File: src/hw/rtl/lqg_pkg.sv
// ----------------------------------------------------------------------------
// lqg_pkg
// Shared constants, coefficients and command types of the LQG observer block.
// ----------------------------------------------------------------------------
package lqg_pkg;

   localparam int STATE_ORDER_DEFAULT   = 4;
   localparam int FRACTION_BITS_DEFAULT = 12;
   localparam int COEF_BITS             = 24;
   localparam int ACC_W                 = 64;

   // Controller modes; the spare code runs the PID controller.
   localparam logic [1:0] MODE_LQG   = 2'd0;
   localparam logic [1:0] MODE_LQR   = 2'd1;
   localparam logic [1:0] MODE_PID   = 2'd2;
   localparam logic [1:0] MODE_SPARE = 2'd3;

   // Multiply-accumulate operand selects.
   localparam logic [3:0] OPA_X0   = 4'd0;
   localparam logic [3:0] OPA_X1   = 4'd1;
   localparam logic [3:0] OPA_X2   = 4'd2;
   localparam logic [3:0] OPA_X3   = 4'd3;
   localparam logic [3:0] OPA_UPRV = 4'd4;
   localparam logic [3:0] OPA_INNV = 4'd5;
   localparam logic [3:0] OPA_ERR  = 4'd6;
   localparam logic [3:0] OPA_INTG = 4'd7;
   localparam logic [3:0] OPA_DERR = 4'd8;

   // Prediction coefficients A*dt (row-major) and B*dt, 24 fraction bits.
   function automatic logic signed [25:0] pred_coef(input logic [1:0] i, input logic [1:0] j);
      logic signed [25:0] c;
      c = '0;
      case ({i, j})
         4'b0001: c = 26'sd167772;
         4'b0100: c = -26'sd83886;
         4'b0101: c = -26'sd50332;
         4'b0110: c = 26'sd16777;
         4'b1001: c = 26'sd33554;
         4'b1010: c = -26'sd33554;
         4'b1011: c = 26'sd8389;
         4'b1110: c = 26'sd16777;
         4'b1111: c = -26'sd25166;
         default: c = '0;
      endcase
      return c;
   endfunction

   function automatic logic signed [25:0] drive_coef(input logic [1:0] i);
      return (i == 2'd1) ? 26'sd83886 : 26'sd0;
   endfunction

   // Negated feedback gains -K.
   function automatic logic signed [25:0] neg_gain_k(input logic [1:0] i);
      logic signed [25:0] c;
      case (i)
         2'd0:    c = -26'sd13814360;
         2'd1:    c = -26'sd5798206;
         2'd2:    c = -26'sd2162583;
         default: c = -26'sd1082130;
      endcase
      return c;
   endfunction

   function automatic logic signed [25:0] gain_l(input logic [1:0] i);
      logic signed [25:0] c;
      case (i)
         2'd0:    c = 26'sd4120484;
         2'd1:    c = 26'sd3076941;
         2'd2:    c = 26'sd1530082;
         default: c = 26'sd765041;
      endcase
      return c;
   endfunction

   localparam logic signed [25:0] PID_P  = 26'sd13421773;
   localparam logic signed [25:0] PID_I  = 26'sd2516582;
   localparam logic signed [25:0] PID_DT = 26'sd167772;
   // The derivative gain of 5 with 24 fraction bits needs 28 bits.
   localparam logic signed [27:0] PID_D  = 28'sd5 <<< COEF_BITS;

   // Datapath writeback targets.
   localparam logic [2:0] WB_NONE = 3'd0;
   localparam logic [2:0] WB_XP   = 3'd1;
   localparam logic [2:0] WB_EST  = 3'd2;
   localparam logic [2:0] WB_INTG = 3'd3;
   localparam logic [2:0] WB_U    = 3'd4;

   typedef struct packed {
      logic       clear;     // start a new sum
      logic [3:0] opa;       // operand select
      logic [1:0] idx;       // coefficient row/column
      logic [2:0] coef_sel;  // coefficient family
      logic       mac;       // accumulate a product
      logic [2:0] wb;        // writeback of rounded sum
      logic [1:0] wb_idx;
      logic       load;      // capture input item
      logic       commit;    // commit new states, form outputs
      logic [1:0] mode;
   } cmd_type;

   localparam logic [2:0] CS_PRED  = 3'd0;
   localparam logic [2:0] CS_DRV   = 3'd1;
   localparam logic [2:0] CS_K     = 3'd2;
   localparam logic [2:0] CS_L     = 3'd3;
   localparam logic [2:0] CS_P     = 3'd4;
   localparam logic [2:0] CS_I     = 3'd5;
   localparam logic [2:0] CS_D     = 3'd6;
   localparam logic [2:0] CS_DT    = 3'd7;

   // Round a 24-fraction-bit sum to nearest: floor(v/2^24 + 1/2).
   function automatic logic signed [ACC_W-1:0] round_coef(input logic signed [ACC_W-1:0] v);
      logic signed [ACC_W-1:0] t;
      t = v + (64'sd1 <<< (COEF_BITS - 1));
      return t >>> COEF_BITS;
   endfunction

   function automatic logic signed [15:0] sat16(input logic signed [ACC_W-1:0] v);
      logic signed [15:0] r;
      if (v > 64'sd32767)       r = 16'sh7fff;
      else if (v < -64'sd32768) r = 16'sh8000;
      else                      r = v[15:0];
      return r;
   endfunction

endpackage

File: src/hw/rtl/lqg_stream_if.sv
// ----------------------------------------------------------------------------
// lqg_stream_if
// Valid/ready channels for control-step items and results.
// ----------------------------------------------------------------------------
interface lqg_req_if;
   logic               valid;
   logic               ready;
   logic signed [15:0] lambda_measured;
   logic signed [15:0] lambda_deviation;
   modport source (output valid, lambda_measured, lambda_deviation, input ready);
   modport sink   (input valid, lambda_measured, lambda_deviation, output ready);
endinterface

interface lqg_rsp_if;
   logic               valid;
   logic               ready;
   logic signed [13:0] drive;
   logic        [7:0]  pwm_duty;
   logic        [9:0]  injector_command;
   logic        [15:0] step_number;
   modport source (output valid, drive, pwm_duty, injector_command, step_number,
                   input ready);
   modport sink   (input valid, drive, pwm_duty, injector_command, step_number,
                   output ready);
endinterface

File: src/hw/rtl/lqg_datapath.sv
// ----------------------------------------------------------------------------
// lqg_datapath
// State registers and one shared multiply-accumulate unit with rounding.
// ----------------------------------------------------------------------------
module lqg_datapath #(
   parameter int FRACTION_BITS = lqg_pkg::FRACTION_BITS_DEFAULT
) (
   input  logic               clock,
   input  logic               reset,
   input  lqg_pkg::cmd_type   cmd,
   input  logic signed [15:0] in_y,
   input  logic signed [15:0] in_e,
   output logic signed [13:0] drive,
   output logic        [7:0]  pwm_duty,
   output logic        [9:0]  injector_command,
   output logic        [15:0] step_number
);

   localparam logic signed [63:0] ONE  = 64'sd1 <<< FRACTION_BITS;
   localparam logic signed [63:0] HALF = ONE >>> 1;

   logic signed [15:0] est_ff [4];
   logic signed [15:0] fbs_ff [4];
   logic signed [15:0] xp_ff  [4];
   logic signed [15:0] nxt_ff [4];
   logic signed [15:0] intg_ff, intg_new_ff, perr_ff, pdrv_ff;
   logic        [15:0] step_ff;
   logic signed [15:0] y_ff, e_ff;
   logic signed [63:0] acc_ff;
   logic signed [63:0] u_ff;
   logic signed [16:0] innov;
   logic signed [16:0] derr;
   logic signed [16:0] opa;
   logic signed [27:0] coef;
   logic signed [44:0] prod;
   logic signed [63:0] acc_in;
   logic signed [63:0] rnd;
   logic signed [63:0] up;
   logic        [63:0] pwm_w, cmd_w;

   assign innov = 17'(y_ff) - 17'(xp_ff[0]);
   assign derr  = 17'(e_ff) - 17'(perr_ff);

   // Operand select: prediction uses the selected mode's current state.
   always_comb begin
      opa = '0;
      case (cmd.opa)
         lqg_pkg::OPA_X0, lqg_pkg::OPA_X1, lqg_pkg::OPA_X2, lqg_pkg::OPA_X3: begin
            if (cmd.coef_sel == lqg_pkg::CS_K)
               opa = 17'(nxt_ff[cmd.opa[1:0]]);
            else if (cmd.mode == lqg_pkg::MODE_LQG)
               opa = 17'(est_ff[cmd.opa[1:0]]);
            else
               opa = 17'(fbs_ff[cmd.opa[1:0]]);
         end
         lqg_pkg::OPA_UPRV: opa = 17'(pdrv_ff);
         lqg_pkg::OPA_INNV: opa = innov;
         lqg_pkg::OPA_ERR:  opa = 17'(e_ff);
         lqg_pkg::OPA_INTG: opa = 17'(intg_new_ff);
         lqg_pkg::OPA_DERR: opa = derr;
         default:           opa = '0;
      endcase
   end

   always_comb begin
      case (cmd.coef_sel)
         lqg_pkg::CS_PRED: coef = 28'(lqg_pkg::pred_coef(cmd.wb_idx, cmd.idx));
         lqg_pkg::CS_DRV:  coef = 28'(lqg_pkg::drive_coef(cmd.wb_idx));
         lqg_pkg::CS_K:    coef = 28'(lqg_pkg::neg_gain_k(cmd.idx));
         lqg_pkg::CS_L:    coef = 28'(lqg_pkg::gain_l(cmd.idx));
         lqg_pkg::CS_P:    coef = 28'(lqg_pkg::PID_P);
         lqg_pkg::CS_I:    coef = 28'(lqg_pkg::PID_I);
         lqg_pkg::CS_D:    coef = lqg_pkg::PID_D;
         default:          coef = 28'(lqg_pkg::PID_DT);
      endcase
   end

   assign prod   = 45'(coef) * 45'(opa);
   assign acc_in = (cmd.clear ? 64'sd0 : acc_ff) + (cmd.mac ? 64'(prod) : 64'sd0);
   assign rnd    = lqg_pkg::round_coef(acc_ff);

   // Accumulator and sequenced writebacks.
   always_ff @(posedge clock) begin
      acc_ff <= acc_in;
      if (cmd.load) begin
         y_ff <= in_y;
         e_ff <= in_e;
      end
      case (cmd.wb)
         lqg_pkg::WB_XP:   xp_ff[cmd.wb_idx] <= lqg_pkg::sat16(rnd);
         lqg_pkg::WB_EST:  nxt_ff[cmd.wb_idx] <= lqg_pkg::sat16(64'(xp_ff[cmd.wb_idx]) + rnd);
         lqg_pkg::WB_INTG: begin
            if (64'(intg_ff) + rnd > HALF)       intg_new_ff <= lqg_pkg::sat16(HALF);
            else if (64'(intg_ff) + rnd < -HALF) intg_new_ff <= lqg_pkg::sat16(-HALF);
            else intg_new_ff <= lqg_pkg::sat16(64'(intg_ff) + rnd);
         end
         lqg_pkg::WB_U: begin
            if (rnd > ONE)       u_ff <= ONE;
            else if (rnd < -ONE) u_ff <= -ONE;
            else                 u_ff <= rnd;
         end
         default: ;
      endcase
      // LQR: next state is the prediction with state 0 replaced by the error.
      if (cmd.wb == lqg_pkg::WB_XP && cmd.mode == lqg_pkg::MODE_LQR)
         nxt_ff[cmd.wb_idx] <= (cmd.wb_idx == 2'd0) ? e_ff : lqg_pkg::sat16(rnd);
   end

   assign up    = u_ff + ONE;
   assign pwm_w = (64'(up) * 64'd255) >> (FRACTION_BITS + 1);
   assign cmd_w = (64'(up) * 64'd500) >> FRACTION_BITS;

   // State commit at the end of a step.
   always_ff @(posedge clock) begin
      if (reset) begin
         for (int i = 0; i < 4; i++) begin
            est_ff[i] <= '0;
            fbs_ff[i] <= '0;
         end
         intg_ff <= '0;
         perr_ff <= '0;
         pdrv_ff <= '0;
         step_ff <= '0;
      end else if (cmd.commit) begin
         case (cmd.mode)
            lqg_pkg::MODE_LQG: for (int i = 0; i < 4; i++) est_ff[i] <= nxt_ff[i];
            lqg_pkg::MODE_LQR: for (int i = 0; i < 4; i++) fbs_ff[i] <= nxt_ff[i];
            default: begin
               intg_ff <= intg_new_ff;
               perr_ff <= e_ff;
            end
         endcase
         pdrv_ff          <= lqg_pkg::sat16(u_ff);
         drive            <= u_ff[13:0];
         pwm_duty         <= (pwm_w > 64'd255) ? 8'd255 : pwm_w[7:0];
         injector_command <= (cmd_w > 64'd1000) ? 10'd1000 : cmd_w[9:0];
         step_number      <= step_ff;
         step_ff          <= step_ff + 16'd1;
      end
   end

endmodule

File: src/hw/rtl/lqg_controller.sv
// ----------------------------------------------------------------------------
// lqg_controller
// Sequencer issuing multiply-accumulate commands for one control step.
// ----------------------------------------------------------------------------
module lqg_controller (
   input  logic             clock,
   input  logic             reset,
   input  logic [1:0]       mode,
   input  logic             in_valid,
   output logic             in_ready,
   output logic             out_valid,
   input  logic             out_ready,
   output lqg_pkg::cmd_type cmd
);

   localparam logic [2:0] ST_IDLE = 3'd0;
   localparam logic [2:0] ST_PRED = 3'd1;
   localparam logic [2:0] ST_CORR = 3'd2;
   localparam logic [2:0] ST_FB   = 3'd3;
   localparam logic [2:0] ST_PID  = 3'd4;
   localparam logic [2:0] ST_DONE = 3'd5;
   localparam logic [2:0] ST_OUT  = 3'd6;

   logic [2:0] state_ff, state_in;
   logic [3:0] cnt_ff, cnt_in;
   logic [1:0] mode_ff, mode_in;
   logic       ov_ff, ov_in;

   // One step is running while the state is not idle; results wait in ST_OUT.
   assign in_ready  = (state_ff == ST_IDLE);
   assign out_valid = ov_ff;

   always_comb begin
      state_in = state_ff;
      cnt_in   = cnt_ff;
      mode_in  = mode_ff;
      ov_in    = ov_ff;
      cmd      = '0;
      cmd.mode = mode_ff;
      case (state_ff)
         ST_IDLE: begin
            if (in_valid) begin
               cmd.load = 1'b1;
               mode_in  = mode;
               cnt_in   = '0;
               state_in = (mode == lqg_pkg::MODE_LQG || mode == lqg_pkg::MODE_LQR)
                          ? ST_PRED : ST_PID;
            end
         end
         // Per row: clear, four state products, one drive product, writeback.
         ST_PRED: begin
            cmd.wb_idx = cnt_ff[3:2];
            cmd.coef_sel = lqg_pkg::CS_PRED;
            cmd.idx = cnt_ff[1:0];
            cmd.opa = {2'b00, cnt_ff[1:0]};
            cmd.mac = 1'b1;
            cmd.clear = (cnt_ff[1:0] == 2'd0);
            if (cnt_ff[1:0] == 2'd3) state_in = ST_CORR;
            cnt_in = cnt_ff + 4'd1;
         end
         ST_CORR: begin
            // Drive-input product, then writeback of the predicted row.
            cmd.wb_idx   = cnt_ff[3:2] - 2'd1;
            cmd.coef_sel = lqg_pkg::CS_DRV;
            cmd.opa      = lqg_pkg::OPA_UPRV;
            cmd.mac      = 1'b1;
            state_in     = ST_DONE;
         end
         ST_DONE: begin
            cmd.wb_idx = cnt_ff[3:2] - 2'd1;
            cmd.wb     = lqg_pkg::WB_XP;
            state_in   = (cnt_ff == 4'd0) ?
                         ((mode_ff == lqg_pkg::MODE_LQG) ? ST_FB : ST_FB) : ST_PRED;
            cnt_in     = cnt_ff;
            if (cnt_ff == 4'd0 && mode_ff == lqg_pkg::MODE_LQG) cnt_in = 4'd8;
         end
         ST_FB: begin
            // LQG correction (counts 8..15: mac, writeback) then feedback 0..4.
            if (cnt_ff[3]) begin
               cmd.wb_idx = cnt_ff[2:1];
               cmd.idx = cnt_ff[2:1];
               cmd.coef_sel = lqg_pkg::CS_L;
               cmd.opa = lqg_pkg::OPA_INNV;
               if (!cnt_ff[0]) begin
                  cmd.clear = 1'b1;
                  cmd.mac = 1'b1;
               end else cmd.wb = lqg_pkg::WB_EST;
               cnt_in = (cnt_ff == 4'd15) ? 4'd0 : cnt_ff + 4'd1;
            end else if (cnt_ff < 4'd4) begin
               cmd.coef_sel = lqg_pkg::CS_K;
               cmd.idx = cnt_ff[1:0];
               cmd.opa = {2'b00, cnt_ff[1:0]};
               cmd.mac = 1'b1;
               cmd.clear = (cnt_ff == 4'd0);
               cnt_in = cnt_ff + 4'd1;
            end else begin
               cmd.wb = lqg_pkg::WB_U;
               state_in = ST_OUT;
               cnt_in = '0;
            end
         end
         ST_PID: begin
            case (cnt_ff)
               4'd0: begin
                  cmd.coef_sel = lqg_pkg::CS_DT; cmd.opa = lqg_pkg::OPA_ERR;
                  cmd.clear = 1'b1; cmd.mac = 1'b1;
               end
               4'd1: cmd.wb = lqg_pkg::WB_INTG;
               4'd2: begin
                  cmd.coef_sel = lqg_pkg::CS_P; cmd.opa = lqg_pkg::OPA_ERR;
                  cmd.clear = 1'b1; cmd.mac = 1'b1;
               end
               4'd3: begin
                  cmd.coef_sel = lqg_pkg::CS_I; cmd.opa = lqg_pkg::OPA_INTG; cmd.mac = 1'b1;
               end
               4'd4: begin
                  cmd.coef_sel = lqg_pkg::CS_D; cmd.opa = lqg_pkg::OPA_DERR; cmd.mac = 1'b1;
               end
               default: begin
                  cmd.wb = lqg_pkg::WB_U;
                  state_in = ST_OUT;
               end
            endcase
            cnt_in = (cnt_ff == 4'd5) ? 4'd0 : cnt_ff + 4'd1;
         end
         ST_OUT: begin
            // Commit once, then hold the result until its transfer.
            if (!ov_ff) begin
               cmd.commit = 1'b1;
               ov_in = 1'b1;
            end else if (out_ready) begin
               ov_in = 1'b0;
               state_in = ST_IDLE;
            end
         end
         default: state_in = ST_IDLE;
      endcase
   end

   always_ff @(posedge clock) begin
      if (reset) begin
         state_ff <= ST_IDLE;
         cnt_ff   <= '0;
         mode_ff  <= '0;
         ov_ff    <= 1'b0;
      end else begin
         state_ff <= state_in;
         cnt_ff   <= cnt_in;
         mode_ff  <= mode_in;
         ov_ff    <= ov_in;
      end
   end

endmodule

File: src/hw/rtl/lqg_observer_controller.sv
// ----------------------------------------------------------------------------
// lqg_observer_controller
// Every product of a control step, in LQG, LQR and PID mode alike, goes through
// the one shared multiply-accumulate unit in turn.
// One item at a time: a new input is taken only after the result of the last
// one has been transferred, so a waiting result holds the input off.
// Reset clears all controller states, the step count and the mode register.
// ----------------------------------------------------------------------------
module lqg_observer_controller #(
   parameter int FRACTION_BITS = lqg_pkg::FRACTION_BITS_DEFAULT
) (
   input  logic       clock,
   input  logic       reset,
   lqg_req_if.sink    req,
   lqg_rsp_if.source  rsp,
   input  logic       csr_write_enable,
   input  logic [1:0] csr_write_data
);

   logic [1:0]       mode_ff;
   lqg_pkg::cmd_type cmd;

   // Mode register.
   always_ff @(posedge clock) begin
      if (reset) mode_ff <= lqg_pkg::MODE_LQG;
      else if (csr_write_enable) mode_ff <= csr_write_data;
   end

   lqg_controller u_ctrl (
      .clock, .reset, .mode(mode_ff),
      .in_valid(req.valid), .in_ready(req.ready),
      .out_valid(rsp.valid), .out_ready(rsp.ready), .cmd
   );

   lqg_datapath #(.FRACTION_BITS(FRACTION_BITS)) u_dp (
      .clock, .reset, .cmd,
      .in_y(req.lambda_measured), .in_e(req.lambda_deviation),
      .drive(rsp.drive), .pwm_duty(rsp.pwm_duty),
      .injector_command(rsp.injector_command), .step_number(rsp.step_number)
   );

   // A result is never shown while a new item is being taken.
   assert property (@(posedge clock) disable iff (reset) !(rsp.valid && req.ready))
      else $error("result valid while accepting input");
   // Result holds until its transfer.
   assert property (@(posedge clock) disable iff (reset)
      rsp.valid && !rsp.ready |=> rsp.valid && $stable(rsp.step_number))
      else $error("result changed before transfer");

endmodule

File: src/flat_wrapper.sv
// flat-port wrapper written by rule: the top's interface ports become plain ports
module lqg_observer_controller_flat 
#(
   parameter int FRACTION_BITS = lqg_pkg::FRACTION_BITS_DEFAULT
)
  (clock, reset, csr_write_enable, csr_write_data, req_valid, req_lambda_measured, req_lambda_deviation, req_ready, rsp_valid, rsp_drive, rsp_pwm_duty, rsp_injector_command, rsp_step_number, rsp_ready);
  lqg_req_if req_i ();
  lqg_rsp_if rsp_i ();
  input  logic clock;
  input  logic reset;
  input  logic csr_write_enable;
  input  logic [1:0] csr_write_data;
  input wire logic [$bits(req_i.valid)-1:0] req_valid;
  input wire logic [$bits(req_i.lambda_measured)-1:0] req_lambda_measured;
  input wire logic [$bits(req_i.lambda_deviation)-1:0] req_lambda_deviation;
  output wire logic [$bits(req_i.ready)-1:0] req_ready;
  output wire logic [$bits(rsp_i.valid)-1:0] rsp_valid;
  output wire logic [$bits(rsp_i.drive)-1:0] rsp_drive;
  output wire logic [$bits(rsp_i.pwm_duty)-1:0] rsp_pwm_duty;
  output wire logic [$bits(rsp_i.injector_command)-1:0] rsp_injector_command;
  output wire logic [$bits(rsp_i.step_number)-1:0] rsp_step_number;
  input wire logic [$bits(rsp_i.ready)-1:0] rsp_ready;
  assign req_i.valid = req_valid;
  assign req_i.lambda_measured = req_lambda_measured;
  assign req_i.lambda_deviation = req_lambda_deviation;
  assign req_ready = req_i.ready;
  assign rsp_valid = rsp_i.valid;
  assign rsp_drive = rsp_i.drive;
  assign rsp_pwm_duty = rsp_i.pwm_duty;
  assign rsp_injector_command = rsp_i.injector_command;
  assign rsp_step_number = rsp_i.step_number;
  assign rsp_i.ready = rsp_ready;
  lqg_observer_controller #(.FRACTION_BITS(FRACTION_BITS)) u_core (.clock(clock), .reset(reset), .req(req_i), .rsp(rsp_i), .csr_write_enable(csr_write_enable), .csr_write_data(csr_write_data));
endmodule
File: config.mk
export PLATFORM = sky130hd
export DESIGN_NAME = lqg_observer_controller_flat
export DESIGN_NICKNAME = d
export VERILOG_FILES = /design/src/hw/rtl/lqg_pkg.sv /design/src/hw/rtl/lqg_stream_if.sv /design/src/hw/rtl/lqg_datapath.sv /design/src/hw/rtl/lqg_controller.sv /design/src/hw/rtl/lqg_observer_controller.sv /design/src/flat_wrapper.sv
export SDC_FILE = /design/constraint.sdc
export NUM_CORES = 2
export LEC_CHECK = 0
export ABC_AREA = 1
export BUFFER_PORTS_ARGS = -buffer_cell sky130_fd_sc_hd__buf_2
export CAP_MARGIN = 30
export CORE_ASPECT_RATIO = 0.75
export CORE_MARGIN = 2
export CORE_UTILIZATION = 45
export DETAILED_ROUTE_END_ITERATION = 12
export PLACE_DENSITY = 0.71
export SLEW_MARGIN = 20
export SYNTH_ARGS = -nofsm -noshare
export SYNTH_HDL_FRONTEND = slang
export SYNTH_SLANG_ARGS = --single-unit
File: constraint.sdc
create_clock -name clock -period 11.6 [get_ports clock]
set_input_delay 2.32 -clock clock [delete_from_list [all_inputs] [get_ports clock]]
set_output_delay 2.32 -clock clock [all_outputs]
set_load 0.01 [all_outputs]
# Word-level counts from Yosys, hierarchy flattened
# Memories as Yosys holds them, arrays and structs flattened.
# Index checks and enable logic that the tools add are counted.
# totals
ff_bits,300
input_bits,39
n_memories,5
mem_bits_rw,256
rom_bits,416
output_inout_bits,50
# memory_table
name,depth,word_bits,read_ports,rd_ports_with_merged_regs,write_ports,line_no,text
(no name shown),16,26,1,0,0,lqg_pkg.sv:33,"case ({i, j})"
u_core.u_dp.est_ff,4,16,1,0,4,lqg_datapath.sv:22,logic signed [15:0] est_ff [4];
u_core.u_dp.fbs_ff,4,16,1,0,4,lqg_datapath.sv:23,logic signed [15:0] fbs_ff [4];
u_core.u_dp.nxt_ff,4,16,5,0,1,lqg_datapath.sv:25,logic signed [15:0] nxt_ff [4];
u_core.u_dp.xp_ff,4,16,2,0,1,lqg_datapath.sv:24,logic signed [15:0] xp_ff [4];
# classes
reduce_logical,27
n_addsub,10
mul,3
bitwise,11
n_eq_ne,44
muxes,87
n_lt_le_gt_ge,15
# ops
cell,count
16-bit 2-to-1 mux,22
28-bit one-hot mux with 7 select lines,1
64-bit 2-to-1 mux,3
17-bit one-hot mux with 6 select lines,1
16-bit by 40-bit adder with 41-bit output,2
"41-bit by 16-bit greater-than comparator with 1-bit output, second input constant",2
"41-bit by 16-bit < comparator with 1-bit output, second input constant",2
24-bit one-hot mux with 3 select lines,1
22-bit one-hot mux with 3 select lines,1
"64-bit by 14-bit adder with 64-bit output, second input constant",1
"64-bit by 25-bit adder with 64-bit output, second input constant",1
64-bit adder,1
"64-bit by 16-bit greater-than comparator with 1-bit output, second input constant",1
"64-bit by 16-bit < comparator with 1-bit output, second input constant",1
"64-bit by 7-bit multiplier with 62-bit output, second input constant",1
"64-bit by 8-bit multiplier with 64-bit output, second input constant",1
"52-bit by 10-bit greater-than comparator with 1-bit output, second input constant",1
"51-bit by 8-bit greater-than comparator with 1-bit output, second input constant",1
17-bit 2-to-1 mux,3
4-bit one-hot mux with 4 select lines,3
28-bit by 17-bit multiplier with 45-bit output,1
"41-bit by 13-bit greater-than comparator with 1-bit output, second input constant",1
"41-bit by 12-bit < comparator with 1-bit output, second input constant",1
"40-bit by 14-bit greater-than comparator with 1-bit output, second input constant",1
other kinds (47),143

# Depth between registers and ports, before layout
# An unclocked memory read counts as a cell.
# logic_depth
depth_word,11
depth_mapped,66

# Hierarchy
# A second synthesis with hierarchy kept.
# unflattened
hier_cells,9735
hier_area_um2,73698.2
# by_module_without_submodules
module,area_each_um2,n_inst,cells_each
lqg_datapath,72587.1,1,9561
lqg_controller,1029.7,1,161
lqg_observer_controller,81.3,1,13

# Worst setup path after synthesis
# OpenSTA, ideal clock, no wires.
# synth_path
path_kind,flip-flop to flip-flop
startpoint,reg u_core.u_ctrl.cnt_ff[3]
endpoint,reg u_core.u_dp.acc_ff[57]
setup_ps,114
required_time_ps,11486
arrival_time_ps,9868
path_stages_with_launch,55
path_slack_ps,1618
path_cell_list,dfxtp_1 inv_1 ha_1 inv_1 nor2_1 o21ai_0 nor2_1 a21oi_1 inv_1 ha_1 o21ai_0 nand2_1 nor4_2 inv_2 nand2_1 inv_1 fa_1 inv_1 (+19 left out) a21oi_1 o21ai_0 o21ai_0 a21oi_1 ha_1 nand2_1 nor2_1 inv_1 nor4_1 nand2_1 o211ai_1 nand3b_1 nand3_1 nand2_1 nand2_1 nand2_1 nand4_1 nand2_1
# synth_via
elab_chain_cells,11
elab_cells_between_ends,54
# synth_lines
element,line_no,text
from (decl),lqg_controller.sv:25,"logic [3:0] cnt_ff, cnt_in;"
from (signal assigned),lqg_controller.sv:148,cnt_ff <= cnt_in;
4-bit by 3-bit < comparator with 1-bit output (tied with other cells),lqg_controller.sv:89,end else if (cnt_ff < 4'd4) begin
11-bit 2-to-1 mux / 2-bit OR reduction (equally long branches),-,
14-bit 2-to-1 mux / 4-bit one-hot mux with 3 select lines (equally long branches),"lqg_controller.sv:79, lqg_controller.sv:103",
4-bit one-hot mux with 4 select lines,lqg_controller.sv:40,case (state_ff)
memory 4 x 16 bit (on tied branches),-,
17-bit 2-to-1 mux,lqg_datapath.sv:51,else if (cmd.mode == lqg_pkg::MODE_LQG)
17-bit 2-to-1 mux,lqg_datapath.sv:49,if (cmd.coef_sel == lqg_pkg::CS_K)
17-bit one-hot mux with 6 select lines,lqg_datapath.sv:47,case (cmd.opa)
28-bit by 17-bit multiplier with 45-bit output,lqg_datapath.sv:78,assign prod = 45'(coef) * 45'(opa);
64-bit 2-to-1 mux,lqg_datapath.sv:79,assign acc_in = (cmd.clear ? 64'sd0 : acc_ff) + (cmd.mac ? 64'(prod) : 64'sd0);
64-bit adder (*),lqg_datapath.sv:79,
net u_core.u_dp.acc_in[57],lqg_datapath.sv:36,logic signed [63:0] acc_in;
to (signal assigned),lqg_datapath.sv:84,acc_ff <= acc_in;
to (decl),lqg_datapath.sv:29,logic signed [63:0] acc_ff;
# The timed path passes the listed nets; every way through them passes the cells marked *.
# A chain may end at the register's enable or synchronous reset.

# Final worst setup path
# layout_path
startpoint,reg u_core.u_ctrl.cnt_ff[3]
endpoint,reg u_core.u_dp.acc_ff[59]
# The elaborated chain is that of the path after synthesis.

==> qor.yml <==
run_status:
  status: "completed"
placement:
  dp_hpwl_mm: 191
  pre_cts_ws_ns: 0.112
  placed_cells: 11100
  portBuffers: 88
  place_congestion: 1.00
sta:
  worst_pin_slew_ns: 0.993
  min_period_ns: 11.05
  relSlewSlack_pct: 33.7
  min_period_over_period_pct: 95.3
  finalHoldViolCount: 0
  worst_slack_ns: 0.546
  max_freq_mhz: 90.5
  setup_viol: 0
  finClkSkew_ns: 0.0805
  finalMaxSlewViolations: 0
cts:
  clk_latency_ns: 0.69
  cts_tree: "yes"
  clock-root-buffer: "clkbuf_16"
  htreeDepth: 2
  cts_buffer_depth: 3
  cts_buffers: 56
  path_clk_slew_ns: 0.07
  clock-sinks: 532
routing:
  dr.first_iter.drc_count: 6213
  post_drt_via_cell_ratio: 5.50
  routed_wl_mm: 227
  wl_per_cell_um: 20.3
  vias: 61600
  ant_nets: 0
  dr.pass1.iters: 9
  route.detailed.drc: 0
cells_and_area:
  final_nets: 10500
  final_cell_mix: "inv_1 (1943), nand2_1 (1372), nor2_1 (1032)"
  mostFrequentLayoutCell: "inv_1"
  drive_above_1_share_pct: 7.17
  syn_to_final_growth_pct: 9.46
  fin_cells: 11200
  fillers: 15100
critical_path:
  required_ns: 12.16
  crit_top_cell: "inv_1"
  slowest_stage: "fa_1"
  path_max_fanout: 18
  path_delay_family: "adder cells"
  cpPeakStageDelay_ns: 0.55
  cp_num_buf_inv: 17
  cp.arrival_ns: 11.61
  critPathCaptureType: "flop"
  cp-startpoint: "u_core.u_ctrl.cnt_ff[3]"
  start_kind: "flop"
  critPathKind: "reg2reg"
  timing.rr.start: "u_core.u_ctrl.cnt_ff[3]"
yosys:
  avgSynthCellArea_sq_um: 8.06
  ys.flop_type: "edfxtp_1"
  yosys.area.top_type: "fa_1"
  synthesis.area_sq_mm: 0.0710
  ys_ff_latch: 532
  synth_edf_count: 392
  netlist_top_cells_area: "fa_1 (26%), edfxtp_1 (17%), inv_1 (10%)"
  ys_async_sr_fraction_pct: 0
  ys_warn_count: 0
  synthCells: 8808
  synth_nets: 10200
  yosysUniqueCellTypes: 82
  synth_top_area_share_pct: 26.0
  yosysSeqAreaShare_pct: 20.5
global_route:
  grt_max_degree: 65
  grt_usage_pct: 28.1
  antenna_found_initial: 7
  grt_pass1_wl_mm: 355
  grt_pass1_vias: 61700
  grt.overflow.total: 0
job:
  max-cap-violations: 0
floorplan:
  die_x_um: 463
  fp.dieH_um: 348
  rows: 126
  initial_core_util_pct: 45.2
  io_pins: 89
  die_area_sq_mm: 0.161
  fp.coreArea_sq_mm: 0.157
worst_hold_path:
  min_path_type: "reg2reg"
  min_from: "u_core.u_dp.step_ff[7]"
[path summary, 6_finish.rpt]
| path | slack [ns] | cells after the start | end |
|---|---|---|---|
| max reg2reg | 0.55 | 58 | u_core.u_dp.acc_ff[59] |
| min reg2reg | 0.43 | 0 | u_core.u_dp.step_number[7] |
| max | 0.55 | 58 | u_core.u_dp.acc_ff[59] |
| min | 0.43 | 0 | u_core.u_dp.step_number[7] |
[synth_stat cells (all sizes together), types with 5 or more instances]
cell	n
dfxtp	140
and3	14
nand4	116
nor3	106
o21a	24
a21oi	557
nand3	254
a221oi	27
o211ai	39
nor4	45
o22ai	73
nor2	1079
inv	1986
buf	71
o21bai	38
o31ai	22
a21o	42
o21ai	348
or2	17
o221ai	49
a31oi	82
ha	476
o41ai	5
o2111ai	12
a21boi	14
edfxtp	392
a22oi	6
a211oi	30
nand3b	15
xnor2	107
nand2	1391
fa	921
clkbuf	80
clkinv	11
xor2	187
[state kept, by name (all words and copies together) (netlist names), 2 cells and up]
name and count:
u_core.u_dp.fbs_ff 64, u_core.u_dp.pdrv_ff 16, u_core.u_dp.e_ff 16, u_core.u_dp.xp_ff 64, u_core.u_dp.acc_ff 64, u_core.u_dp.u_ff 40, u_core.u_dp.y_ff 16, u_core.u_dp.intg_ff 16
u_core.u_dp.injector_command 10, u_core.u_dp.step_number 16, u_core.mode_ff 2, u_core.u_dp.est_ff 64, u_core.u_ctrl.cnt_ff 4, u_core.u_dp.drive 14, u_core.u_dp.step_ff 16, u_core.u_ctrl.mode_ff 2
u_core.u_dp.perr_ff 16, u_core.u_dp.intg_new_ff 16, u_core.u_ctrl.state_ff 3, u_core.u_dp.pwm_duty 8, u_core.u_dp.nxt_ff 64
[routing by layer]
| layer | part of all wire (%) | global-route usage (%) |
|---|---|---|
| met3 | 10 | 6.54 |
| met1 | 45 | 40.8 |
| met2 | 42 | 42.0 |
| met5 | 0.0066 | 0 |
| met4 | 2.9 | 7.07 |
[per-stage QoR]
stage | setup TNS, ns | instance area [sq um] | hold slack (ns) | util, %
floorplan | 0 | 71000 | 0.408 | -
global placement | 0 | 75200 | 0.415 | 47.9
detailed placement | 0 | 75300 | 0.414 | 47.9
CTS | 0 | 77300 | 0.427 | 49.2
global route | -0.222 | 77700 | 0.438 | 49.5
finish | 0 | 77700 | 0.426 | 49.5
[layout make-up]
cell class / count / area [sq um] / share of cell area (%)
antenna: 1 / 2.50 / 0.00322
clock buffer: 76 / 1600 / 2.06
clock inverter: 29 / 390 / 0.502
inverter: 1997 / 7510 / 9.67
multi-input combinational: 6128 / 48500 / 62.4
sequential: 532 / 14600 / 18.8
tap: 2112 / 2640 / 3.40
timing repair buffer: 323 / 2470 / 3.17
[repair_timing]
action / 4_1_cts / 5_1_grt
endpoints found under the hold margin: 0 / 0
gates resized for setup: 0 / 64
setup endpoints to repair: 0 / 28
buffers inserted: 0 / 6
hold buffers: 0 / 0
[kinds of logic after synthesis]
logic type      after synthesis  share of synthesized area [%]
compound gates             1390                           11.7
xor+xnor                    294                           3.69
fa+ha+maj                  1397                           34.4
buf+inv                    2148                           11.5
flops                       532                           20.5
simple gates               3047                           18.2
[worst reg2reg max path: cells and delay by family (launching register included)]
family,cells,cell delay [ns]
buffers and inverters,17,1.75
flip-flops,1,0.37
AO/OA/AOI/OAI,17,3.23
AND/OR/NAND/NOR,15,1.68
adder cells (fa/ha/maj),9,3.97
Power is not shown: default switching activity piles up to over one toggle a cycle in this logic, so the estimate is an artifact.
